[config.mk]
export PLATFORM = sky130hd
export DESIGN_NAME = gauge_needle_tip_from_angle_top
export DESIGN_NICKNAME = d
export VERILOG_FILES = /design/src/gnt_pkg.sv /design/src/gnt_angle_prep.sv /design/src/gnt_cordic_cell.sv /design/src/gnt_tip_out.sv /design/src/gauge_needle_tip_from_angle_top.sv
export SDC_FILE = /design/constraint.sdc
export NUM_CORES = 2
export LEC_CHECK = 0
export BUFFER_PORTS_ARGS = -buffer_cell sky130_fd_sc_hd__buf_4
export CORE_MARGIN = 5
export CORE_UTILIZATION = 50
export CTS_CLUSTER_DIAMETER = 40
export DETAILED_ROUTE_END_ITERATION = 7
export PLACE_DENSITY = 0.65
export SETUP_SLACK_MARGIN = 0.02
export SYNTH_ARGS = -nofsm -noshare
export SYNTH_HDL_FRONTEND = slang
export SYNTH_SLANG_ARGS = --single-unit
[constraint.sdc]
create_clock -name clk -period 8.6 [get_ports clk]
set_clock_uncertainty 0.2 [all_clocks]
set_input_delay 1.29 -clock clk [delete_from_list [all_inputs] [get_ports clk]]
set_output_delay 1.29 -clock clk [all_outputs]
set_load 0.02 [all_outputs]
[src/gnt_pkg.sv]
// gnt_pkg: shared types, constants and angle tables for the gauge needle tip block
// no dependencies; imported by every module under src
`timescale 1ns / 1ps

package gnt_pkg;

  // clip limit and trig precision
  localparam int CLIP_LIMIT_TENTHS  = 600;
  localparam int TRIG_FRACTION_BITS = 16;

  // field widths
  localparam int ANGLE_W = 16;
  localparam int CX_W    = 10;
  localparam int CY_W    = 10;
  localparam int RAD_W   = 9;
  localparam int TIPX_W  = 12;
  localparam int TIPY_W  = 11;

  // configuration port
  localparam int CFG_IDX_W  = 2;
  localparam int CFG_DATA_W = 10;
  localparam logic [CFG_IDX_W-1:0] CFG_CENTRE_X      = 2'd0;
  localparam logic [CFG_IDX_W-1:0] CFG_CENTRE_Y      = 2'd1;
  localparam logic [CFG_IDX_W-1:0] CFG_NEEDLE_RADIUS = 2'd2;

  // clamped angle magnitude, split into a high and a low part for the turn tables
  localparam int LO_W  = 4;
  localparam int MAG_W = ($clog2(CLIP_LIMIT_TENTHS + 1) > LO_W) ?
                         $clog2(CLIP_LIMIT_TENTHS + 1) : LO_W + 1;
  localparam int HI_W  = MAG_W - LO_W;

  // tenths of a degree per full turn
  localparam int TURN_DIV  = 3600;
  localparam int TURN_HALF = 1800;
  localparam int R_W       = $clog2(TURN_DIV);

  // binary angle, 2^32 units per turn
  localparam int Z_W  = 32;
  localparam int ZM_W = Z_W - 1;

  // cordic datapath
  localparam int ITER_N  = TRIG_FRACTION_BITS;
  localparam int SHIFT_W = $clog2(ITER_N);
  localparam int XY_W    = TRIG_FRACTION_BITS + 3;

  localparam logic [63:0] GAIN_Q32 = 64'h9B74EDA8;
  localparam logic [XY_W-1:0] X_START =
    XY_W'((GAIN_Q32 + (64'd1 << (31 - TRIG_FRACTION_BITS))) >> (32 - TRIG_FRACTION_BITS));

  // atan(2^-i) in binary angle units
  localparam int ATAN_N = 28;
  localparam logic [Z_W-1:0] ATAN_TAB [ATAN_N] = '{
    32'h20000000, 32'h12E4051E, 32'h09FB385B, 32'h051111D4, 32'h028B0D43, 32'h0145D7E1,
    32'h00A2F61E, 32'h00517C55, 32'h0028BE53, 32'h00145F2F, 32'h000A2F98, 32'h000517CC,
    32'h00028BE6, 32'h000145F3, 32'h0000A2FA, 32'h0000517D, 32'h000028BE, 32'h0000145F,
    32'h00000A30, 32'h00000518, 32'h0000028C, 32'h00000146, 32'h000000A3, 32'h00000051,
    32'h00000029, 32'h00000014, 32'h0000000A, 32'h00000005
  };

  // output scaling
  localparam int PROD_W = XY_W + RAD_W;
  localparam int RND_W  = PROD_W + 1 - TRIG_FRACTION_BITS;
  localparam int SUM_W  = RND_W + 2;

  typedef logic [ZM_W-1:0] zmag_t;

  // quotient and remainder of a part of the angle times 2^32 over one turn
  typedef struct packed {
    zmag_t          q;
    logic [R_W-1:0] r;
  } turn_ent_t;

  typedef turn_ent_t [(1 << HI_W)-1:0] hi_tab_t;
  typedef turn_ent_t [(1 << LO_W)-1:0] lo_tab_t;

  function automatic hi_tab_t build_hi_tab();
    hi_tab_t         t;
    longint unsigned num;
    for (int h = 0; h < (1 << HI_W); h++) begin
      num    = longint'(h) << (LO_W + 32);
      t[h].q = ZM_W'(num / TURN_DIV);
      t[h].r = R_W'(num % TURN_DIV);
    end
    return t;
  endfunction

  function automatic lo_tab_t build_lo_tab();
    lo_tab_t         t;
    longint unsigned num;
    for (int l = 0; l < (1 << LO_W); l++) begin
      num    = longint'(l) << 32;
      t[l].q = ZM_W'(num / TURN_DIV);
      t[l].r = R_W'(num % TURN_DIV);
    end
    return t;
  endfunction

  localparam hi_tab_t HI_TAB = build_hi_tab();
  localparam lo_tab_t LO_TAB = build_lo_tab();

  // vector handed from cell to cell
  typedef struct packed {
    logic signed [XY_W-1:0] x;
    logic signed [XY_W-1:0] y;
    logic signed [Z_W-1:0]  z;
  } cordic_vec_t;

  // configuration seen by the output stages
  typedef struct packed {
    logic [CX_W-1:0]  centre_x;
    logic [CY_W-1:0]  centre_y;
    logic [RAD_W-1:0] needle_radius;
  } tip_cfg_t;

endpackage

[src/gnt_angle_prep.sv]
// gnt_angle_prep: clamp of the angle and conversion to a binary angle, three stages
// depends on gnt_pkg
`timescale 1ns / 1ps

module gnt_angle_prep
  import gnt_pkg::*;
(
  input  logic                      clk,
  input  logic                      rst_n,
  input  logic                      up_valid,
  output logic                      up_ready,
  input  logic signed [ANGLE_W-1:0] up_angle,
  output logic                      dn_valid,
  input  logic                      dn_ready,
  output cordic_vec_t               dn_vec
);

  localparam logic signed [ANGLE_W-1:0] CLIP_POS = ANGLE_W'(CLIP_LIMIT_TENTHS);
  localparam logic signed [ANGLE_W-1:0] CLIP_NEG = -CLIP_POS;

  // stage 1: clamped magnitude and sign
  logic             v1_r, v1_nxt, rdy1;
  logic [MAG_W-1:0] mag_r, mag_nxt;
  logic             neg1_r, neg1_nxt;

  // stage 2: table sums
  logic             v2_r, v2_nxt, rdy2;
  zmag_t            qsum_r, qsum_nxt;
  logic [R_W:0]     rsum_r, rsum_nxt;
  logic             neg2_r;

  // stage 3: signed binary angle
  logic             v3_r, v3_nxt, up3_ready;
  cordic_vec_t      vec_r, vec_nxt;

  logic [ANGLE_W-1:0] abs_angle;
  logic [R_W+1:0]     rnd_sum;
  logic [1:0]         carry;
  zmag_t              zmag;
  turn_ent_t          hi_ent, lo_ent;

  assign rdy1     = !v1_r || rdy2;
  assign rdy2     = !v2_r || up3_ready;
  assign up_ready = rdy1;
  assign dn_valid = v3_r;
  assign dn_vec   = vec_r;

  assign up3_ready = !v3_r || dn_ready;

  always_comb begin
    abs_angle = up_angle[ANGLE_W-1] ? ANGLE_W'(-up_angle) : ANGLE_W'(up_angle);
    neg1_nxt  = up_angle[ANGLE_W-1];
    if (up_angle > CLIP_POS || up_angle < CLIP_NEG) begin
      mag_nxt = MAG_W'(CLIP_LIMIT_TENTHS);
    end else begin
      mag_nxt = abs_angle[MAG_W-1:0];
    end
  end

  always_comb begin
    hi_ent   = HI_TAB[mag_r[MAG_W-1:LO_W]];
    lo_ent   = LO_TAB[mag_r[LO_W-1:0]];
    qsum_nxt = hi_ent.q + lo_ent.q;
    rsum_nxt = {1'b0, hi_ent.r} + {1'b0, lo_ent.r};
  end

  // remainders sum below three turns, so the rounding carry is 0, 1 or 2
  always_comb begin
    rnd_sum = {1'b0, rsum_r} + (R_W+2)'(TURN_HALF);
    priority if (rnd_sum >= (R_W+2)'(2 * TURN_DIV)) begin
      carry = 2'd2;
    end else if (rnd_sum >= (R_W+2)'(TURN_DIV)) begin
      carry = 2'd1;
    end else begin
      carry = 2'd0;
    end
    zmag      = qsum_r + ZM_W'(carry);
    vec_nxt.x = X_START;
    vec_nxt.y = '0;
    vec_nxt.z = neg2_r ? -$signed({1'b0, zmag}) : $signed({1'b0, zmag});
  end

  assign v1_nxt = rdy1 ? up_valid : v1_r;
  assign v2_nxt = rdy2 ? v1_r : v2_r;
  assign v3_nxt = up3_ready ? v2_r : v3_r;

  always_ff @(posedge clk) begin
    if (!rst_n) begin
      v1_r <= 1'b0;
      v2_r <= 1'b0;
      v3_r <= 1'b0;
    end else begin
      v1_r <= v1_nxt;
      v2_r <= v2_nxt;
      v3_r <= v3_nxt;
    end
  end

  always_ff @(posedge clk) begin
    if (rdy1 && up_valid) begin
      mag_r  <= mag_nxt;
      neg1_r <= neg1_nxt;
    end
    if (rdy2 && v1_r) begin
      qsum_r <= qsum_nxt;
      rsum_r <= rsum_nxt;
      neg2_r <= neg1_r;
    end
    if (up3_ready && v2_r) begin
      vec_r <= vec_nxt;
    end
  end

endmodule

[src/gnt_cordic_cell.sv]
// gnt_cordic_cell: one rotation step of the cordic chain with its own handshake
// depends on gnt_pkg
`timescale 1ns / 1ps

module gnt_cordic_cell
  import gnt_pkg::*;
(
  input  logic               clk,
  input  logic               rst_n,
  input  logic [SHIFT_W-1:0] shift_amt,
  input  logic [Z_W-1:0]     atan_val,
  input  logic               up_valid,
  output logic               up_ready,
  input  cordic_vec_t        up_vec,
  output logic               dn_valid,
  input  logic               dn_ready,
  output cordic_vec_t        dn_vec
);

  logic        valid_r, valid_nxt;
  cordic_vec_t vec_r, vec_nxt;

  logic signed [XY_W-1:0] xs, ys;

  assign up_ready = !valid_r || dn_ready;
  assign dn_valid = valid_r;
  assign dn_vec   = vec_r;

  // arithmetic shift gives the floor of a negative value
  always_comb begin
    xs = up_vec.x >>> shift_amt;
    ys = up_vec.y >>> shift_amt;
    if (!up_vec.z[Z_W-1]) begin
      vec_nxt.x = up_vec.x - ys;
      vec_nxt.y = up_vec.y + xs;
      vec_nxt.z = up_vec.z - $signed(atan_val);
    end else begin
      vec_nxt.x = up_vec.x + ys;
      vec_nxt.y = up_vec.y - xs;
      vec_nxt.z = up_vec.z + $signed(atan_val);
    end
  end

  assign valid_nxt = up_ready ? up_valid : valid_r;

  always_ff @(posedge clk) begin
    if (!rst_n) begin
      valid_r <= 1'b0;
    end else begin
      valid_r <= valid_nxt;
    end
  end

  always_ff @(posedge clk) begin
    if (up_ready && up_valid) begin
      vec_r <= vec_nxt;
    end
  end

endmodule

[src/gnt_tip_out.sv]
// gnt_tip_out: radius scaling, rounding and centre offset, two stages
// depends on gnt_pkg
`timescale 1ns / 1ps

module gnt_tip_out
  import gnt_pkg::*;
(
  input  logic                     clk,
  input  logic                     rst_n,
  input  tip_cfg_t                 cfg,
  input  logic                     up_valid,
  output logic                     up_ready,
  input  cordic_vec_t              up_vec,
  output logic                     dn_valid,
  input  logic                     dn_ready,
  output logic signed [TIPX_W-1:0] dn_tip_x,
  output logic signed [TIPY_W-1:0] dn_tip_y
);

  // stage 1: magnitude products
  logic              v1_r, v1_nxt, rdy1, rdy2;
  logic [PROD_W-1:0] px_r, py_r;
  logic              nx_r, ny_r;

  // stage 2: output register
  logic                     v2_r, v2_nxt;
  logic signed [TIPX_W-1:0] tip_x_r, tip_x_nxt;
  logic signed [TIPY_W-1:0] tip_y_r, tip_y_nxt;

  logic [XY_W-1:0]         ax, ay;
  logic [PROD_W:0]         rx_full, ry_full;
  logic [RND_W-1:0]        rx, ry;
  logic signed [SUM_W-1:0] off_x, off_y, sum_x, sum_y;

  assign rdy1     = !v1_r || rdy2;
  assign rdy2     = !v2_r || dn_ready;
  assign up_ready = rdy1;
  assign dn_valid = v2_r;
  assign dn_tip_x = tip_x_r;
  assign dn_tip_y = tip_y_r;

  always_comb begin
    ax = up_vec.x[XY_W-1] ? XY_W'(-up_vec.x) : XY_W'(up_vec.x);
    ay = up_vec.y[XY_W-1] ? XY_W'(-up_vec.y) : XY_W'(up_vec.y);
  end

  // half away from zero on the magnitude, sign put back afterwards
  always_comb begin
    rx_full   = ({1'b0, py_r} + (PROD_W+1)'(1 << (TRIG_FRACTION_BITS - 1)))
                >> TRIG_FRACTION_BITS;
    ry_full   = ({1'b0, px_r} + (PROD_W+1)'(1 << (TRIG_FRACTION_BITS - 1)))
                >> TRIG_FRACTION_BITS;
    rx        = rx_full[RND_W-1:0];
    ry        = ry_full[RND_W-1:0];
    off_x     = ny_r ? -$signed(SUM_W'(rx)) : $signed(SUM_W'(rx));
    off_y     = nx_r ? -$signed(SUM_W'(ry)) : $signed(SUM_W'(ry));
    sum_x     = $signed(SUM_W'(cfg.centre_x)) + off_x;
    sum_y     = $signed(SUM_W'(cfg.centre_y)) - off_y;
    tip_x_nxt = sum_x[TIPX_W-1:0];
    tip_y_nxt = sum_y[TIPY_W-1:0];
  end

  assign v1_nxt = rdy1 ? up_valid : v1_r;
  assign v2_nxt = rdy2 ? v1_r : v2_r;

  always_ff @(posedge clk) begin
    if (!rst_n) begin
      v1_r <= 1'b0;
      v2_r <= 1'b0;
    end else begin
      v1_r <= v1_nxt;
      v2_r <= v2_nxt;
    end
  end

  always_ff @(posedge clk) begin
    if (rdy1 && up_valid) begin
      px_r <= PROD_W'(ax) * PROD_W'(cfg.needle_radius);
      py_r <= PROD_W'(ay) * PROD_W'(cfg.needle_radius);
      nx_r <= up_vec.x[XY_W-1];
      ny_r <= up_vec.y[XY_W-1];
    end
    if (rdy2 && v1_r) begin
      tip_x_r <= tip_x_nxt;
      tip_y_r <= tip_y_nxt;
    end
  end

endmodule

[src/gauge_needle_tip_from_angle_top.sv]
// gauge_needle_tip_from_angle_top: top level, configuration registers and the stage chain
// depends on gnt_pkg, gnt_angle_prep, gnt_cordic_cell and gnt_tip_out
`timescale 1ns / 1ps

// Turns a lean angle in tenths of a degree into the screen tip of a gauge needle.
// The angle is clamped to plus or minus 60.0 degrees, converted to a binary angle
// (2^32 units per turn) and rotated by a chain of 16 cordic cells, one iteration per
// cell; the tip is centre x plus radius times sine and centre y minus radius times
// cosine, each offset rounded half away from zero. Every stage is a register with
// its own valid bit and a ready that looks only at the next stage, so one angle is
// taken in every cycle while the result side keeps up, and bubbles close up when it
// stalls. The registers in order: one clamp stage, two angle conversion stages,
// one cell per cordic iteration, a multiply stage and the output register.
// The configuration port is always ready; centre and radius are meant to be written
// only while no transfer is in flight, and index 3 is ignored.

module gauge_needle_tip_from_angle_top
  import gnt_pkg::*;
(
  input  logic                      clk,
  input  logic                      rst_n,
  // configuration write channel
  input  logic                      cfg_valid,
  output logic                      cfg_ready,
  input  logic [CFG_IDX_W-1:0]      cfg_index,
  input  logic [CFG_DATA_W-1:0]     cfg_data,
  // angle input channel
  input  logic                      in_valid,
  output logic                      in_ready,
  input  logic signed [ANGLE_W-1:0] in_angle_tenths,
  // tip result channel
  output logic                      out_valid,
  input  logic                      out_ready,
  output logic signed [TIPX_W-1:0]  out_tip_x,
  output logic signed [TIPY_W-1:0]  out_tip_y
);

  // configuration registers
  tip_cfg_t cfg_r, cfg_nxt;

  // chain between stages: entry 0 from the angle prep, entry ITER_N into the output
  logic        chain_valid [ITER_N+1];
  logic        chain_ready [ITER_N+1];
  cordic_vec_t chain_vec   [ITER_N+1];

  assign cfg_ready = 1'b1;

  // only the register's own width is kept
  always_comb begin
    cfg_nxt = cfg_r;
    if (cfg_valid) begin
      unique case (cfg_index)
        CFG_CENTRE_X:      cfg_nxt.centre_x      = cfg_data[CX_W-1:0];
        CFG_CENTRE_Y:      cfg_nxt.centre_y      = cfg_data[CY_W-1:0];
        CFG_NEEDLE_RADIUS: cfg_nxt.needle_radius = cfg_data[RAD_W-1:0];
        default: ;
      endcase
    end
  end

  always_ff @(posedge clk) begin
    if (!rst_n) begin
      cfg_r <= '0;
    end else begin
      cfg_r <= cfg_nxt;
    end
  end

  // clamp and binary angle conversion
  gnt_angle_prep u_prep (
    .clk      (clk),
    .rst_n    (rst_n),
    .up_valid (in_valid),
    .up_ready (in_ready),
    .up_angle (in_angle_tenths),
    .dn_valid (chain_valid[0]),
    .dn_ready (chain_ready[0]),
    .dn_vec   (chain_vec[0])
  );

  // one cell per cordic iteration, shift and arctangent fixed per position
  for (genvar i = 0; i < ITER_N; i++) begin : g_cell
    gnt_cordic_cell u_cell (
      .clk       (clk),
      .rst_n     (rst_n),
      .shift_amt (SHIFT_W'(i)),
      .atan_val  (ATAN_TAB[i]),
      .up_valid  (chain_valid[i]),
      .up_ready  (chain_ready[i]),
      .up_vec    (chain_vec[i]),
      .dn_valid  (chain_valid[i+1]),
      .dn_ready  (chain_ready[i+1]),
      .dn_vec    (chain_vec[i+1])
    );
  end

  // scaling by the radius and offset from the centre
  gnt_tip_out u_out (
    .clk      (clk),
    .rst_n    (rst_n),
    .cfg      (cfg_r),
    .up_valid (chain_valid[ITER_N]),
    .up_ready (chain_ready[ITER_N]),
    .up_vec   (chain_vec[ITER_N]),
    .dn_valid (out_valid),
    .dn_ready (out_ready),
    .dn_tip_x (out_tip_x),
    .dn_tip_y (out_tip_y)
  );

endmodule

==> results.md <==
- Status: completed
- WL per Instance: 17.2 um
- Core Rows: 168
- Slew margin rel.: 15.6%
- Finished layout cell area: 116000 sq um
- Placed Instance Area: 109000 sq um
- WP data required: 8.98 ns
- Setup TNS: 0 ns
- Core Box Area: 209000 sq um
- Sinks on Clock Net: 1264
- Maximum clock path buffer count: 3
- Worst hold stages: 0
- DR vias/cell: 5.70
- Vias: 79700
- Antenna Nets Post-Route: 0
- Total track usage: 21.7%
- Nets: 12500
- Max-slew violations: 0
- Slew @ Worst Pin: 1.26 ns
- Synthesized area per cell: 9.66 sq um
- Number of flops mapped to enable cells by yosys: 1146
- RSZ-0062 raised after global routing: no
- Period utilization: 88.8%
- GP Congestion: 0.919
- Post-CTS setup buffer count: 0
- Post-CTS Hold Buffers: 0
- Hold WS: 0.218 ns
- Share of cells above drive strength 1: 5.97%
- Worst Hold Path EP: g_cell[0].u_cell.dn_vec[0]$_DFFE_PP_
- Worst Slack Setup Final: 0.959 ns
- Power per cell area: 145 nW/um^2
- CTS Buf Count: 223
- Post-Syn Area: 105000 sq um
- Crit path arrival time: 8.02 ns
- Post-CTS sizing: 0
- Sequential area share after synthesis: 35.1%
- Max-cap viol count: 0
- First-pass GRT wire length: 397000 um
- Initial antenna violation count: 3
- Type of the worst setup path: flop to flop
- Post-synth net total: 12300
- Worst skew pair latency: 0.86 ns
- R2r endpoint: u_out.py_r[27]$_DFFE_PP_
- DRT iter0 DRCs: 4966
- Place WS: 1.00 ns
- Async SR Flop Fraction: 0%
- GR Overflow Total: 0
- Total Routed Length: 240000 um
- Die Span X: 468 um
- Area delta synth->final: 11.0%
- CTS tree: done
- Synth warn: 0
- Hold Violations, Final: 0
- DRC: 0
- IO Port Bufs: 57
- H-tree levels: 4
- Post-DP HPWL: 185000 um
- Worst-path clk slew: 0.05 ns
- Vias in the first global route: 78600
- Hold Path Class: flop to flop
- Crit path max fanout: 11
- Post-synthesis cell type count: 104
- Setup violators final: 0
- Drt pass-1 iters: 8
- Die Y: 468 um
- Final worst path period need: 7.64 ns
- Top Ports: 59
- Origin of the critical flop-to-flop path: g_cell[15].u_cell.dn_vec[32]$_DFFE_PP_
- VDD IR max: 0.000217 V
- Length in cells of the worst reg-to-reg path: 24
- Initial core utilization: 50.1%
- Synth Register Bits: 1264
- Fmax: 131 MHz
- Static Leakage: 47.1 nW
- Mapped Cells: 10800
- Reg2reg setup slack: 0.96 ns
- Crit. End Element: flop
- HP Start: u_prep.dn_vec[0]$_DFFE_PP_
- Setup crit start kind: flop
- Die ar.: 219000 sq um
- Largest net degree at the start of global routing: 71
- Post-synth top flop: edfxtp_1
- Root buffer cell: clkbuf_16
- Power Total: 16.9 mW
==> cells in the mapped netlist (248+ instances only) <==
cell      number  share of area [%]
edfxtp_1    1146                 33
nand2_1      665                2.4
inv_1        719                2.6
nor2b_1      248                1.5
fa_1         287                5.5
nor3_1       366                1.7
nand3_1      271                1.3
a21oi_1      817                3.9
o21ai_0      549                2.6
xor2_1       295                2.5
xnor2_1      832                7.0
nor2_1       978                3.5
ha_1        1154                 14
==> layout by cell type, fill, tap and decap left out, types with 102 or more instances in the layout <==
cell,synthesis,final
fa_1,287,287
a21o_1,192,192
a21oi_1,817,817
nand3_1,271,271
inv_1,719,719
xnor2_1,832,832
o21a_1,238,237
nor2b_1,248,237
or3_1,137,137
edfxtp_1,1146,1146
xor2_1,295,295
clkbuf_16,0,225
buf_4,5,124
a211oi_1,108,108
nor3_1,366,366
and2_1,220,219
nand2_1,665,665
nand2b_1,110,110
ha_1,1154,1154
o21bai_1,102,102
dfxtp_1,118,116
nor2_1,978,978
o21ai_0,549,549
==> worst max-delay path by stage <==
stage                                                      start                                   end  slack [ns]  cells after the start
final                     g_cell[15].u_cell.dn_vec[32]$_DFFE_PP_              u_out.py_r[27]$_DFFE_PP_        0.96                     24
after global routing      g_cell[15].u_cell.dn_vec[32]$_DFFE_PP_              u_out.py_r[27]$_DFFE_PP_        0.41                     25
after CTS                 g_cell[15].u_cell.dn_vec[32]$_DFFE_PP_              u_out.py_r[27]$_DFFE_PP_        0.96                     24
after detailed placement  g_cell[15].u_cell.dn_vec[32]$_DFFE_PP_              u_out.py_r[27]$_DFFE_PP_        1.00                     24
after global placement    g_cell[15].u_cell.dn_vec[32]$_DFFE_PP_              u_out.py_r[27]$_DFFE_PP_        0.96                     25
after floorplan                                        out_ready  g_cell[6].u_cell.dn_vec[0]$_DFFE_PP_        0.76                      5
==> layout make-up <==
cell class / count / area, sq um
fill: 18300 / 92800
multi-input combinational: 8648 / 64600
sequential: 1264 / 36800
clock buffer: 253 / 5780
tap: 2805 / 3510
inverter: 725 / 2720
clock inverter: 173 / 1950
timing repair buffer: 124 / 931
antenna: 2 / 5.00
==> critical path, cell delays in order (launching register included) <==
cell	delay (ns)
edfxtp_1	0.54
nor3_1	0.19
nand2_1	0.09
or2_2	0.32
or3b_2	0.48
o31a_1	0.26
xor2_1	0.70
nand2_1	0.20
fa_1	0.58
inv_1	0.06
fa_1	0.47
fa_1	0.49
inv_1	0.05
fa_1	0.53
inv_1	0.04
ha_1	0.31
and2_1	0.15
and3_1	0.17
a21oi_1	0.23
a21oi_1	0.25
a211oi_1	0.39
o21ai_0	0.21
a21o_1	0.21
a21oi_1	0.18
xnor2_1	0.08
==> state kept, by name (all words and copies together) (netlist names), 8 cells and up <==
register,flops
u_out.dn_tip_x,12
g_cell.u_cell.dn_vec,1013
u_prep.qsum_r,31
u_prep.lo_ent,30
u_out.dn_tip_y,11
cfg_r,29
u_prep.dn_vec,32
u_out.py_r,13
u_prep.mag_r,10
u_out.px_r,12
u_prep.rsum_r,8
u_prep.hi_ent,38
g_cell.u_cell.dn_valid,16
==> metal layers <==
| layer | wire (um) | vias to the layer above | part of all wire (%) | GRT usage (%) |
|---|---|---|---|---|
| met3 | 9950 | 425 | 4.1 | 2.74 |
| met5 | 7 | - | 0.0029 | 0 |
| met4 | 7030 | 2 | 2.9 | 6.61 |
| met1 | 109000 | 37900 | 45 | 28.8 |
| li1 | - | 39700 | - | - |
| met2 | 114000 | 1629 | 48 | 37.2 |
==> power breakdown <==
| part | leakage [nW] | switching (mW) | internal, mW |
|---|---|---|---|
| sequential | 11.3 | 0.0953 | 6.78 |
| clock | 3.73 | 3.32 | 5.54 |
| combinational | 32.0 | 0.695 | 0.471 |
==> per-stage QoR <==
stage / utilization (%) / instances
floorplan: - / 10800
global placement: 51.9 / 13600
CTS: 55.6 / 14000
finish: 55.6 / 14000
global route: 55.6 / 14000
detailed placement: 51.9 / 13600
==> cells by family (layout without fill, tap and decap cells) <==
kind of cell	Yosys count	count (layout)	synth area share, %
and+or+nand+nor	3313	3313	15.3
AOI/OAI and AO/OA	2654	2654	16.3
adders and majority gates	1441	1441	19.3
DFF	1264	1264	35.1
xor gates and xnor gates	1127	1127	9.42
buffers and inverters	931	1275	3.42
muxes	111	111	1.16
other	2	4	0.00717
Note: power is estimated with default switching activity, not from simulation.
